## src/rtl/dctt_pkg.sv

```systemverilog
// Shared types and constants of the deferred call timer table.
package dctt_pkg;

   localparam int TABLE_DEPTH = 16;
   localparam int CNT_W = $clog2(TABLE_DEPTH + 1);
   localparam int IDX_W = (TABLE_DEPTH > 1) ? $clog2(TABLE_DEPTH) : 1;

   typedef enum logic [1:0] {
      CMD_SCHEDULE = 2'd0,
      CMD_CANCEL   = 2'd1,
      CMD_TICK     = 2'd2,
      CMD_RSVD     = 2'd3
   } cmd_type;

   typedef enum logic [1:0] {
      STAT_OK        = 2'd0,
      STAT_FULL      = 2'd1,
      STAT_NOT_FOUND = 2'd2,
      STAT_RSVD      = 2'd3
   } status_type;

   localparam logic KIND_STATUS  = 1'b0;
   localparam logic KIND_EXPIRED = 1'b1;

   typedef enum logic [1:0] {
      UOP_ADD,
      UOP_EQ,
      UOP_PAST
   } unit_op_type;

   typedef enum logic [1:0] {
      S_IDLE,
      S_READ,
      S_EVAL,
      S_FINISH
   } state_type;

   typedef struct packed {
      logic [1:0]  command;
      logic [31:0] callback_key;
      logic [31:0] argument;
      logic [30:0] delay_ticks;
   } req_type;

   typedef struct packed {
      logic        kind;
      logic [1:0]  status;
      logic [31:0] expired_key;
      logic [31:0] expired_argument;
      logic        last;
   } rsp_type;

   typedef struct packed {
      logic [31:0] key;
      logic [31:0] argument;
      logic [31:0] deadline;
   } entry_type;

   typedef struct packed {
      logic             we;
      logic [IDX_W-1:0] waddr;
      entry_type        wdata;
      logic [IDX_W-1:0] raddr;
   } tbl_ctl_type;

endpackage

```

## src/rtl/deferred_call_timer_table.sv

```systemverilog
// Top level of the deferred call timer table: sequencer, state and result register.
//
// Usage:
//   req_* carries one command per transfer: schedule (append key, argument and
//   deadline now + delay_ticks), cancel (drop the oldest entry with a matching
//   key) or tick (advance the time counter, then drop and report every entry
//   whose deadline is strictly behind it, in insertion order).
//   rsp_* carries results. Schedule and cancel give one status transfer with
//   last set. A tick gives one transfer per expired entry, last on the final
//   one, or nothing when no entry expires. Command code three is dropped.
//   Timing: req_ready is high only while the sequencer is idle. Schedule goes
//   from accept through the finish state back to idle. Cancel and tick read
//   and then evaluate each stored entry in turn before finishing: the table
//   has a single read port with a registered output, and every entry passes
//   through the one shared subtract/compare unit. The result register lets
//   the next command be taken while a result still waits.
//   A stalled rsp_ready holds the sequencer at the point where it must hand
//   over another result; nothing is lost or reordered.
//   Reset empties the table and clears the time counter to zero; entry
//   contents are not cleared, only the entry count.
module deferred_call_timer_table
   import dctt_pkg::*;
(
   input  logic    clock,
   input  logic    reset,
   input  logic    req_valid,
   output logic    req_ready,
   input  req_type req_data,
   output logic    rsp_valid,
   input  logic    rsp_ready,
   output rsp_type rsp_data
);

   // control state
   state_type        state_ff, state_in;
   logic [CNT_W-1:0] count_ff;
   logic [CNT_W-1:0] idx_ff;      // read position of the compaction scan
   logic [CNT_W-1:0] wr_ff;       // write position of the compaction scan
   logic             found_ff;    // cancel already removed its entry
   logic             pend_valid_ff;
   logic             rsp_valid_ff;
   logic [31:0]      now_ff;

   // latched command and pending expired entry
   cmd_type          cmd_ff;
   logic [31:0]      key_ff;
   logic [31:0]      arg_ff;
   logic [30:0]      delay_ff;
   logic [31:0]      pend_key_ff;
   logic [31:0]      pend_arg_ff;
   rsp_type          rsp_ff, rsp_in;

   logic             accept;
   logic             out_free;
   logic             last_entry;
   cmd_type          req_cmd;

   // sequencer outputs
   unit_op_type      unit_op;
   logic [31:0]      unit_a;
   logic [31:0]      unit_b;
   logic [31:0]      unit_res;
   logic             unit_hit;
   logic             remove;
   logic             stall;
   logic             load_rsp;
   tbl_ctl_type      tbl_ctl;
   entry_type        rd_entry;

   assign req_cmd    = cmd_type'(req_data.command);
   assign accept     = req_valid && req_ready;
   assign out_free   = !rsp_valid_ff || rsp_ready;
   assign last_entry = ((idx_ff + CNT_W'(1)) == count_ff);

   dctt_table u_table (
      .clock   (clock),
      .ctl     (tbl_ctl),
      .rd_data (rd_entry)
   );

   dctt_unit u_unit (
      .op  (unit_op),
      .a   (unit_a),
      .b   (unit_b),
      .res (unit_res),
      .hit (unit_hit)
   );

   // next state
   always_comb begin
      state_in = state_ff;
      unique case (state_ff)
         S_IDLE: begin
            if (accept) begin
               unique case (req_cmd)
                  CMD_SCHEDULE: state_in = S_FINISH;
                  CMD_CANCEL, CMD_TICK: begin
                     state_in = (count_ff == '0) ? S_FINISH : S_READ;
                  end
                  default: state_in = S_IDLE;
               endcase
            end
         end
         S_READ: state_in = S_EVAL;
         S_EVAL: begin
            if (!stall) begin
               state_in = last_entry ? S_FINISH : S_READ;
            end
         end
         S_FINISH: begin
            if (!stall) begin
               state_in = S_IDLE;
            end
         end
         default: state_in = S_IDLE;
      endcase
   end

   // sequencer outputs
   always_comb begin
      req_ready     = 1'b0;
      unit_op       = UOP_ADD;
      unit_a        = now_ff;
      unit_b        = 32'd1;
      remove        = 1'b0;
      stall         = 1'b0;
      load_rsp      = 1'b0;
      rsp_in        = '0;
      rsp_in.kind   = KIND_STATUS;
      rsp_in.last   = 1'b1;
      tbl_ctl.we    = 1'b0;
      tbl_ctl.waddr = wr_ff[IDX_W-1:0];
      tbl_ctl.wdata = rd_entry;
      tbl_ctl.raddr = idx_ff[IDX_W-1:0];
      unique case (state_ff)
         S_IDLE: begin
            // unit advances the time counter
            req_ready = 1'b1;
         end
         S_READ: begin
         end
         S_EVAL: begin
            if (cmd_ff == CMD_TICK) begin
               unit_op = UOP_PAST;
               unit_a  = now_ff;
               unit_b  = rd_entry.deadline;
               remove  = unit_hit;
            end else begin
               unit_op = UOP_EQ;
               unit_a  = key_ff;
               unit_b  = rd_entry.key;
               remove  = unit_hit && !found_ff;
            end
            // a second expiry pushes the held one out
            if (remove && (cmd_ff == CMD_TICK) && pend_valid_ff) begin
               stall    = !out_free;
               load_rsp = out_free;
               rsp_in.kind             = KIND_EXPIRED;
               rsp_in.status           = STAT_OK;
               rsp_in.expired_key      = pend_key_ff;
               rsp_in.expired_argument = pend_arg_ff;
               rsp_in.last             = 1'b0;
            end
            tbl_ctl.we = !remove && !stall;
         end
         S_FINISH: begin
            unit_op = UOP_ADD;
            unit_a  = now_ff;
            unit_b  = {1'b0, delay_ff};
            if ((cmd_ff != CMD_TICK) || pend_valid_ff) begin
               stall    = !out_free;
               load_rsp = out_free;
            end
            unique case (cmd_ff)
               CMD_SCHEDULE: begin
                  if (count_ff == CNT_W'(TABLE_DEPTH)) begin
                     rsp_in.status = STAT_FULL;
                  end else begin
                     rsp_in.status = STAT_OK;
                     tbl_ctl.we    = out_free;
                  end
                  tbl_ctl.waddr = count_ff[IDX_W-1:0];
                  tbl_ctl.wdata = '{key: key_ff, argument: arg_ff, deadline: unit_res};
               end
               CMD_CANCEL: begin
                  rsp_in.status = found_ff ? STAT_OK : STAT_NOT_FOUND;
               end
               default: begin
                  rsp_in.kind             = KIND_EXPIRED;
                  rsp_in.status           = STAT_OK;
                  rsp_in.expired_key      = pend_key_ff;
                  rsp_in.expired_argument = pend_arg_ff;
               end
            endcase
         end
         default: begin
         end
      endcase
   end

   // control registers
   always_ff @(posedge clock) begin
      if (reset) begin
         state_ff      <= S_IDLE;
         count_ff      <= '0;
         idx_ff        <= '0;
         wr_ff         <= '0;
         found_ff      <= 1'b0;
         pend_valid_ff <= 1'b0;
         rsp_valid_ff  <= 1'b0;
         now_ff        <= '0;
         cmd_ff        <= CMD_SCHEDULE;
      end else begin
         state_ff <= state_in;
         if (load_rsp) begin
            rsp_valid_ff <= 1'b1;
         end else if (rsp_ready) begin
            rsp_valid_ff <= 1'b0;
         end
         unique case (state_ff)
            S_IDLE: begin
               if (accept) begin
                  cmd_ff        <= req_cmd;
                  idx_ff        <= '0;
                  wr_ff         <= '0;
                  found_ff      <= 1'b0;
                  pend_valid_ff <= 1'b0;
                  if (req_cmd == CMD_TICK) begin
                     now_ff <= unit_res;
                  end
               end
            end
            S_EVAL: begin
               if (!stall) begin
                  idx_ff <= idx_ff + CNT_W'(1);
                  if (!remove) begin
                     wr_ff <= wr_ff + CNT_W'(1);
                  end else if (cmd_ff == CMD_TICK) begin
                     pend_valid_ff <= 1'b1;
                  end else begin
                     found_ff <= 1'b1;
                  end
               end
            end
            S_FINISH: begin
               if (!stall) begin
                  pend_valid_ff <= 1'b0;
                  if (cmd_ff == CMD_SCHEDULE) begin
                     if (count_ff != CNT_W'(TABLE_DEPTH)) begin
                        count_ff <= count_ff + CNT_W'(1);
                     end
                  end else begin
                     count_ff <= wr_ff;
                  end
               end
            end
            default: begin
            end
         endcase
      end
   end

   // payload registers
   always_ff @(posedge clock) begin
      if (accept) begin
         key_ff   <= req_data.callback_key;
         arg_ff   <= req_data.argument;
         delay_ff <= req_data.delay_ticks;
      end
      if ((state_ff == S_EVAL) && remove && !stall && (cmd_ff == CMD_TICK)) begin
         pend_key_ff <= rd_entry.key;
         pend_arg_ff <= rd_entry.argument;
      end
      if (load_rsp) begin
         rsp_ff <= rsp_in;
      end
   end

   assign rsp_valid = rsp_valid_ff;
   assign rsp_data  = rsp_ff;

   // checks
   a_count_bound: assert property (@(posedge clock) disable iff (reset)
      count_ff <= CNT_W'(TABLE_DEPTH))
      else $error("entry count beyond table depth");

   a_scan_order: assert property (@(posedge clock) disable iff (reset)
      (state_ff == S_READ || state_ff == S_EVAL) |-> (wr_ff <= idx_ff && idx_ff < count_ff))
      else $error("compaction write overtook read");

   a_status_shape: assert property (@(posedge clock) disable iff (reset)
      (rsp_valid_ff && rsp_ff.kind == KIND_STATUS) |->
         (rsp_ff.last && rsp_ff.expired_key == 32'd0 && rsp_ff.expired_argument == 32'd0))
      else $error("malformed status transfer");

   a_pend_tick: assert property (@(posedge clock) disable iff (reset)
      pend_valid_ff |-> (cmd_ff == CMD_TICK && state_ff != S_IDLE))
      else $error("held expiry outside a tick");

   a_hold_on_stall: assert property (@(posedge clock) disable iff (reset)
      (rsp_valid_ff && !rsp_ready) |=> !$past(load_rsp))
      else $error("result register overwritten while stalled");

endmodule

```

## src/rtl/dctt_table.sv

```systemverilog
// Entry storage: one write port, one registered read port.
module dctt_table
   import dctt_pkg::*;
(
   input  logic        clock,
   input  tbl_ctl_type ctl,
   output entry_type   rd_data
);

   entry_type mem [TABLE_DEPTH];
   entry_type rd_data_ff;

   always_ff @(posedge clock) begin
      if (ctl.we) begin
         mem[ctl.waddr] <= ctl.wdata;
      end
      rd_data_ff <= mem[ctl.raddr];
   end

   assign rd_data = rd_data_ff;

endmodule

```

## src/rtl/dctt_unit.sv

```systemverilog
// Shared 32-bit add/subtract unit: deadline sum, time step, key match, wrap-aware expiry.
module dctt_unit
   import dctt_pkg::*;
(
   input  unit_op_type op,
   input  logic [31:0] a,
   input  logic [31:0] b,
   output logic [31:0] res,
   output logic        hit
);

   logic        sub;
   logic [31:0] b_opnd;

   assign sub    = (op != UOP_ADD);
   assign b_opnd = sub ? ~b : b;
   assign res    = a + b_opnd + {31'd0, sub};

   always_comb begin
      unique case (op)
         UOP_EQ:   hit = (res == 32'd0);
         UOP_PAST: hit = (res != 32'd0) && !res[31];
         default:  hit = 1'b0;
      endcase
   end

endmodule

```

## config.mk

```make
export PLATFORM = sky130hd
export DESIGN_NAME = deferred_call_timer_table
export DESIGN_NICKNAME = d
export VERILOG_FILES = /design/src/rtl/dctt_pkg.sv /design/src/rtl/deferred_call_timer_table.sv /design/src/rtl/dctt_table.sv /design/src/rtl/dctt_unit.sv
export SDC_FILE = /design/constraint.sdc
export NUM_CORES = 2
export LEC_CHECK = 0
export BUFFER_PORTS_ARGS = -buffer_cell sky130_fd_sc_hd__buf_4
export CAP_MARGIN = 20
export CORE_UTILIZATION = 55
export DETAILED_ROUTE_END_ITERATION = 12
export GPL_ROUTABILITY_DRIVEN = 0
export PLACE_DENSITY = 0.71
export SLEW_MARGIN = 20
export SYNTH_ARGS = -nofsm -noshare
export SYNTH_HDL_FRONTEND = slang
export SYNTH_SLANG_ARGS = --single-unit
```

## constraint.sdc

```tcl
create_clock -name clock -period 11.7 [get_ports clock]
set_input_delay 1.755 -clock clock [delete_from_list [all_inputs] [get_ports clock]]
set_output_delay 1.755 -clock clock [all_outputs]
set_load 0.02 [all_outputs]
```

Yosys cells after proc, flatten, opt, wreduce, memory -nomap -nowiden. Memories as Yosys holds them, arrays and structs flattened. A register that Yosys moved wholly into a read port is not among the register bits. Index checks and enable logic that the tools add are counted.

Reduce and logical (&&, ||, !) cells: 38. Mux-type cells: 59. Bitwise gates (word level): 2. Equal/unequal tests: 21. Add/subtract/negate cells: 5.

Operators by type and width (count): 67-bit case mux with 2 select lines (1); 32-bit two-way mux (4); 101-bit two-way mux (1); 100-bit two-way mux (1); 68-bit two-way mux (1); 64-bit two-way mux (1); 32-bit case mux with 2 select lines (1); 32-bit by 1-bit adder with 32-bit output (1); 32-bit adder (1); 32-bit zero test (1); 32-bit NOT (1); 32-bit nonzero test (1); 5-bit two-way mux (6); 1-bit two-way mux (24); 5-bit case mux with 2 select lines (2); 2-bit two-way mux (8); 5-bit by 1-bit adder with 5-bit output (second input constant) (3); 2-bit inequality test (second input constant) (7); 3-bit AND reduction (4); 2-bit equality test (second input constant) (5); 1-bit case mux with 2 select lines (5); 1-bit logical AND (9); 2-bit by 1-bit equality test with 1-bit output (second input constant) (4); 2-bit case mux with 2 select lines (2); 18 further kinds (31).

Memory bits (writable): 1536. Logic and storage cells: 145. Memories kept: 1. Input port bits: 101. Output and inout port bits: 70. Bits in registers: 281.

Memories: u_table.mem (words 16, bits a word 96, read ports 1, clocked after Yosys merged registers in 1, write ports 1, line dctt_table.sv:10) `entry_type mem [TABLE_DEPTH];`.

Longest topological paths before layout.
Depth in word-level cells: 22. Gate-level depth with buffers: 23. Gate-level depth less buffers: 19.

By module. Synthesis repeated with hierarchy kept, for this count alone.

Cell total of the unflattened synthesis: 3683. Area total of the unflattened synthesis: 73945.9 sq um.

By module, submodules not included: dctt_table (cells each 2460, instances 1, sequential area each 48046.1 sq um, area an instance 59355.7 sq um); deferred_call_timer_table (cells each 913, instances 1, sequential area each 7897.6 sq um, area an instance 12306.8 sq um); dctt_unit (cells each 310, instances 1, sequential area each 0.0 sq um, area an instance 2283.4 sq um).

Least setup slack after synthesis. Ideal clock, no wire load.

Kind: register to register. Start point: register state_ff[0]. End point: memory u_table.mem[12][0] (netlist name) (enable). Setup slack: 2.441 ns. Data required time: 11.148 ns. Data arrival time: 8.707 ns. Stages on the path, launching flop included: 21. Path buffers: 4. Setup time: 0.552 ns. Period minus slack after synthesis: 9.259 ns. Cell sequence: dfxtp_1 buf_2 nand2b_1 buf_2 nor2_1 clkbuf_1 mux2_2 ha_1 buf_6 a21oi_2 o21ai_1 o2bb2ai_1 or4_4 o311a_1 o221ai_2 nand4bb_1 nor4b_2 nand4b_2 a21boi_1 o21ai_0 nor2_1.

Longest elaborated chain between the ends: 21. Elaborated cells on any way between the ends: 31. Classes of those cells: add/sub (2); eq/ne (4); mux (13); bitwise (1); reduce/logical (11).

Ends and longest elaborated chain: start: declaration (line deferred_call_timer_table.sv:35) `state_type state_ff, state_in;`; start signal: assignment (line deferred_call_timer_table.sv:214) `state_ff <= state_in;`; 2-bit equality test (line deferred_call_timer_table.sv:135) `unique case (state_ff)`; 32-bit case mux with 2 select lines or 2-bit two-way mux (tied branches) (line deferred_call_timer_table.sv:135); 32-bit NOT or 2-bit nonzero test (tied branches) (line dctt_unit.sv:16, dctt_unit.sv:15); 32-bit two-way mux (line dctt_unit.sv:16) `assign b_opnd = sub ? ~b : b;`; 32-bit adder (line dctt_unit.sv:17) `assign res = a + b_opnd + {31'd0, sub};`; 32-bit by 1-bit adder with 32-bit output (line dctt_unit.sv:17); 32-bit nonzero test or 1-bit zero test (tied branches) (line dctt_unit.sv:22) `UOP_PAST: hit = (res != 32'd0) && !res[31];`; 1-bit logical AND (line dctt_unit.sv:22); (+4 left out); 1-bit logical AND (2 in series) (line deferred_call_timer_table.sv:155) `if (remove && (cmd_ff == CMD_TICK) && pend_valid_ff) begin`; 1-bit two-way mux (line deferred_call_timer_table.sv:155); 1-bit two-way mux (line deferred_call_timer_table.sv:135); 1-bit zero test (line deferred_call_timer_table.sv:164) `tbl_ctl.we = !remove && !stall;`; 1-bit logical AND (line deferred_call_timer_table.sv:164); 1-bit case mux with 2 select lines (line deferred_call_timer_table.sv:135); 1-bit two-way mux (line dctt_table.sv:14) `if (ctl.we) begin`; 1-bit two-way mux (not written as such) (line dctt_table.sv:15) `mem[ctl.waddr] <= ctl.wdata;`; end: declaration (line dctt_table.sv:10).

Several ways; a longest one is shown, not always the timed one. The select of a mux whose other input is x is not followed.

Worst setup path in the final report.
Start point: register state_ff[0]. End point: memory u_table.mem[10][58] (netlist name) (enable).

Same word-level chain as after synthesis.

==> summary.txt <==
Synthesis
  • EDFF count, synth: 1,763
  • Synth unique cells: 80
  • Post-synth top flop: edfxtp_1
  • Syn avg cell area: 20.1 µm²
  • Largest area contributor in the netlist: edfxtp_1
  • Syn nets: 3,820
  • Mapped cell area: 0.0739 mm²
  • Yosys warnings: 0
  • Area contributors post-synth: edfxtp_1, mux4_2, dfxtp_1, nand2_1, nor2b_1
  • Post-synth ARST share: 0%
  • Register area share after synthesis: 75.7%
  • Gate Count Post-Synth: 3,681
  • Yosys reg bits: 1,913
  • Top cell type's share of synthesized area: 71.7%

Route
  • Via count: 37,000
  • Detailed Route WL: 172,000 µm
  • Detailed-route DRC error count: 0
  • Via density: 6.32
  • Initial drt markers: 4,649
  • Routed Antenna Nets: 0
  • DRT Pass-1 Iters: 8
  • Routed WL per cell: 29.4 µm

STA
  • Final Hold Viols: 0
  • Fin crit period: 8700 ps
  • FMAX: 0.115 GHz
  • Skew final: 36.1 ps
  • Hold slack: 428 ps
  • Final setup vio count: 0
  • Worst Tran Pin Value: 1150 ps
  • Max Slew Vio Count: 0
  • Worst slew margin: 23.4%
  • Final Cycle Share: 74.4%
  • Setup TNS: 0 ps
  • Final WS setup: 3000 ps
  • RSZ-0062 raised after global routing: false

Die
  • Die width: 368 µm
  • Core area: 0.133 mm²
  • Initial Utilization: 55.4%
  • Top Ports: 171
  • Die ar.: 0.136 mm²
  • FP Rows: 134
  • Die Y: 368 µm

Cells and area
  • Layout Utilization: 62.9%
  • Synthesis-to-finish area growth: 13.5%
  • Most frequent cells in the layout: edfxtp_1, mux4_2, nand2_1, buf_4, clkbuf_16
  • Nets: 4,060
  • Commonest non-fill, non-tap cell in the layout: edfxtp_1
  • Layout cells sized above 1: 27.2%

Placement
  • Pre-CTS setup slack: 3160 ps
  • Detailed placer's ending HPWL: 93,000 µm
  • I/O Buffers: 170

Setup path
  • CP Capture Type: register
  • Cell repeated most along the worst path: nor2_4
  • Worst r2r dst: u_table.mem[10][58]$_DFFE_PP_
  • CP Max Fanout: 73
  • Crit-path cells: nand2b_1, nor2_4, mux2_2, ha_1, a21oi_1, o21ai_1, o2bb2ai_1, or4_4, o31ai_4, xor2_1, o211ai_1, nor4b_2, nand4b_2, a21boi_1, a32oi_1, nor2_4, buf_4
  • Reg2reg setup slack: 3000 ps
  • Crit-path leading delay family: simple AND/OR/NAND/NOR gates
  • Register-to-Register Path Depth: 17
  • Crit path from: state_ff[0]$_SDFFE_PP0P_
  • Critical path data required time: 12,130 ps
  • Buffer and inverter count on the worst path: 1
  • Setup crit start kind: register
  • Worst stage delay on the critical path: 1000 ps
  • Kind of critical path: register to register
  • Arr. time, crit path: 9130 ps
  • Reg2reg start: state_ff[0]$_SDFFE_PP0P_
  • Max stage delay cell, worst path: nor2_4

Global routing
  • GRT Total Usage: 25.5%
  • GR peak layer: met2
  • Grt ovf: 0
  • Met2 usage: 39.0%
  • Initial antenna violation count: 8
  • Largest net degree at the start of global routing: 157
  • Vias in the first global route: 36,800
  • Met3 Use GR: 5.19%
  • First-pass GRT wire length: 250,000 µm
  • Met1 Usage GRT: 37.6%

Clock network
  • Reg clk slew, reported paths: 60 ps
  • CTS Buf Count: 187
  • # clock sinks: 1,913
  • Post-cts sizing count: 0
  • H-Tree Depth: 4
  • CTS tree: yes
  • Clock tree buffer depth: 3
  • CTS Hold Bufs: 0
  • Setup bufs post-CTS: 0
  • Root buffer cell: clkbuf_16
  • Clk_lat worst skew: 820 ps

Status
  • Status: completed

Power and ir drop
  • PD cells: 180 mW/mm²
  • Worst vdd ir: 0.000135 V
  • Power, Total: 15.1 mW
  • Static Leakage: 26.5 nW

Flow run
  • # Max-Cap Violations: 0

Min path
  • Hold EP: pend_arg_ff[12]$_DFFE_PP_
  • Worst Hold Depth: 0
  • Hold crit path type: register to register
  • Critical hold path startpoint: u_table.rd_data[44]$_DFF_P_
-- final cells by class --
| type | count | area [µm²] |
|---|---|---|
| Clock buffer | 266 | 5270 |
| Tap cell | 1768 | 2210 |
| Inverter | 19 | 71.3 |
| Clock inverter | 87 | 1160 |
| Fill cell | 8924 | 49400 |
| Timing Repair Buffer | 248 | 1900 |
| Multi-Input combinational cell | 1552 | 17300 |
| Antenna cell | 1 | 2.50 |
| Sequential cell | 1913 | 56000 |
-- stage by stage --
step | std cells | instance area (µm²)
floorplan | 3681 | 73900
global placement | 5500 | 77400
detailed placement | 5500 | 77400
CTS | 5853 | 83800
global route | 5853 | 83900
finish | 5854 | 83900
-- state kept, by name, summed over array words and instances, names as in the netlist, 2 cells and up --
signal	count
state_ff	2
pend_key_ff	32
u_table.rd_data	96
cmd_ff	2
idx_ff	5
key_ff	32
rsp_data	68
arg_ff	32
pend_arg_ff	32
wr_ff	5
count_ff	5
u_table.mem	1536
delay_ff	31
now_ff	32
-- cells by family (layout without fill, tap and decap cells) --
family                     Yosys count  after routing  share of synthesized area [%]
AOI/OAI and AO/OA                  309            309                           2.73
xor gates and xnor gates            31             31                          0.368
adders and majority gates           38             38                          0.654
buffers and inverters              216            620                           1.14
DFF                               1913           1913                           75.7
muxes                              515            515                           15.2
other                                0              1                              0
and+or+nand+nor                    659            659                           4.21
-- worst max-delay path by stage --
stage	to	slack [ps]	depth (start not counted)
CTS	u_table.mem[13][75]$_DFFE_PP_	3060	17
global route	u_table.mem[11][10]$_DFFE_PP_	2710	17
detailed placement	u_table.mem[13][12]$_DFFE_PP_	3160	17
finish	u_table.mem[10][58]$_DFFE_PP_	3000	17
global placement	u_table.mem[13][11]$_DFFE_PP_	3350	17
floorplan	u_table.mem[12][0]$_DFFE_PP_	2440	20
-- cells in the mapped netlist, types with 3 or more instances --
cell type / n
edfxtp_1: 1763
mux4_2: 480
nand2_1: 297
dfxtp_1: 150
clkbuf_1: 143
nor2_1: 122
nor2b_1: 103
a21oi_1: 102
o21ai_0: 59
a211oi_1: 41
buf_1: 40
ha_1: 37
and2_1: 36
mux2_2: 30
nand3_1: 21
inv_1: 19
xnor2_1: 16
xor2_1: 15
a31oi_1: 14
nor3_1: 13
buf_2: 12
and3_1: 11
nand4_1: 11
a21o_1: 10
o211ai_1: 9
nand2b_1: 8
a211o_1: 7
o21a_1: 7
or2_2: 7
a221o_1: 6
and4_1: 6
mux2i_1: 5
nor4_1: 4
o22ai_1: 4
a22oi_1: 3
a31o_2: 3
nor3b_1: 3
o221a_2: 3
o311a_1: 3
o41ai_1: 3
-- worst reg2reg max path: stages (launching register included) --
cell and delay (ps):
dfxtp_4 560, nand2b_1 510, nor2_4 830, mux2_2 430, ha_1 400, a21oi_1 310, o21ai_1 140, o2bb2ai_1 160
or4_4 450, o31ai_4 260, xor2_1 420, o211ai_1 180, nor4b_2 450, nand4b_2 270, a21boi_1 610, a32oi_1 480
nor2_4 1000, buf_4 750
-- layer usage --
metal / vias to the layer above / routed length (µm)
met4: 6 / 4170
met1: 19500 / 70300
met2: 1791 / 81200
met5: - / 37
li1: 15400 / -
met3: 256 / 16200
-- where the power goes --
group / total (mW) / switching, mW / internal (mW) / leakage, nW
logic: 0.951 / 0.590 / 0.362 / 6.36
registers: 7.90 / 0.127 / 7.78 / 17.0
clock network: 6.20 / 2.59 / 3.61 / 3.13
No activity file was read; power rests on OpenSTA's default activity.
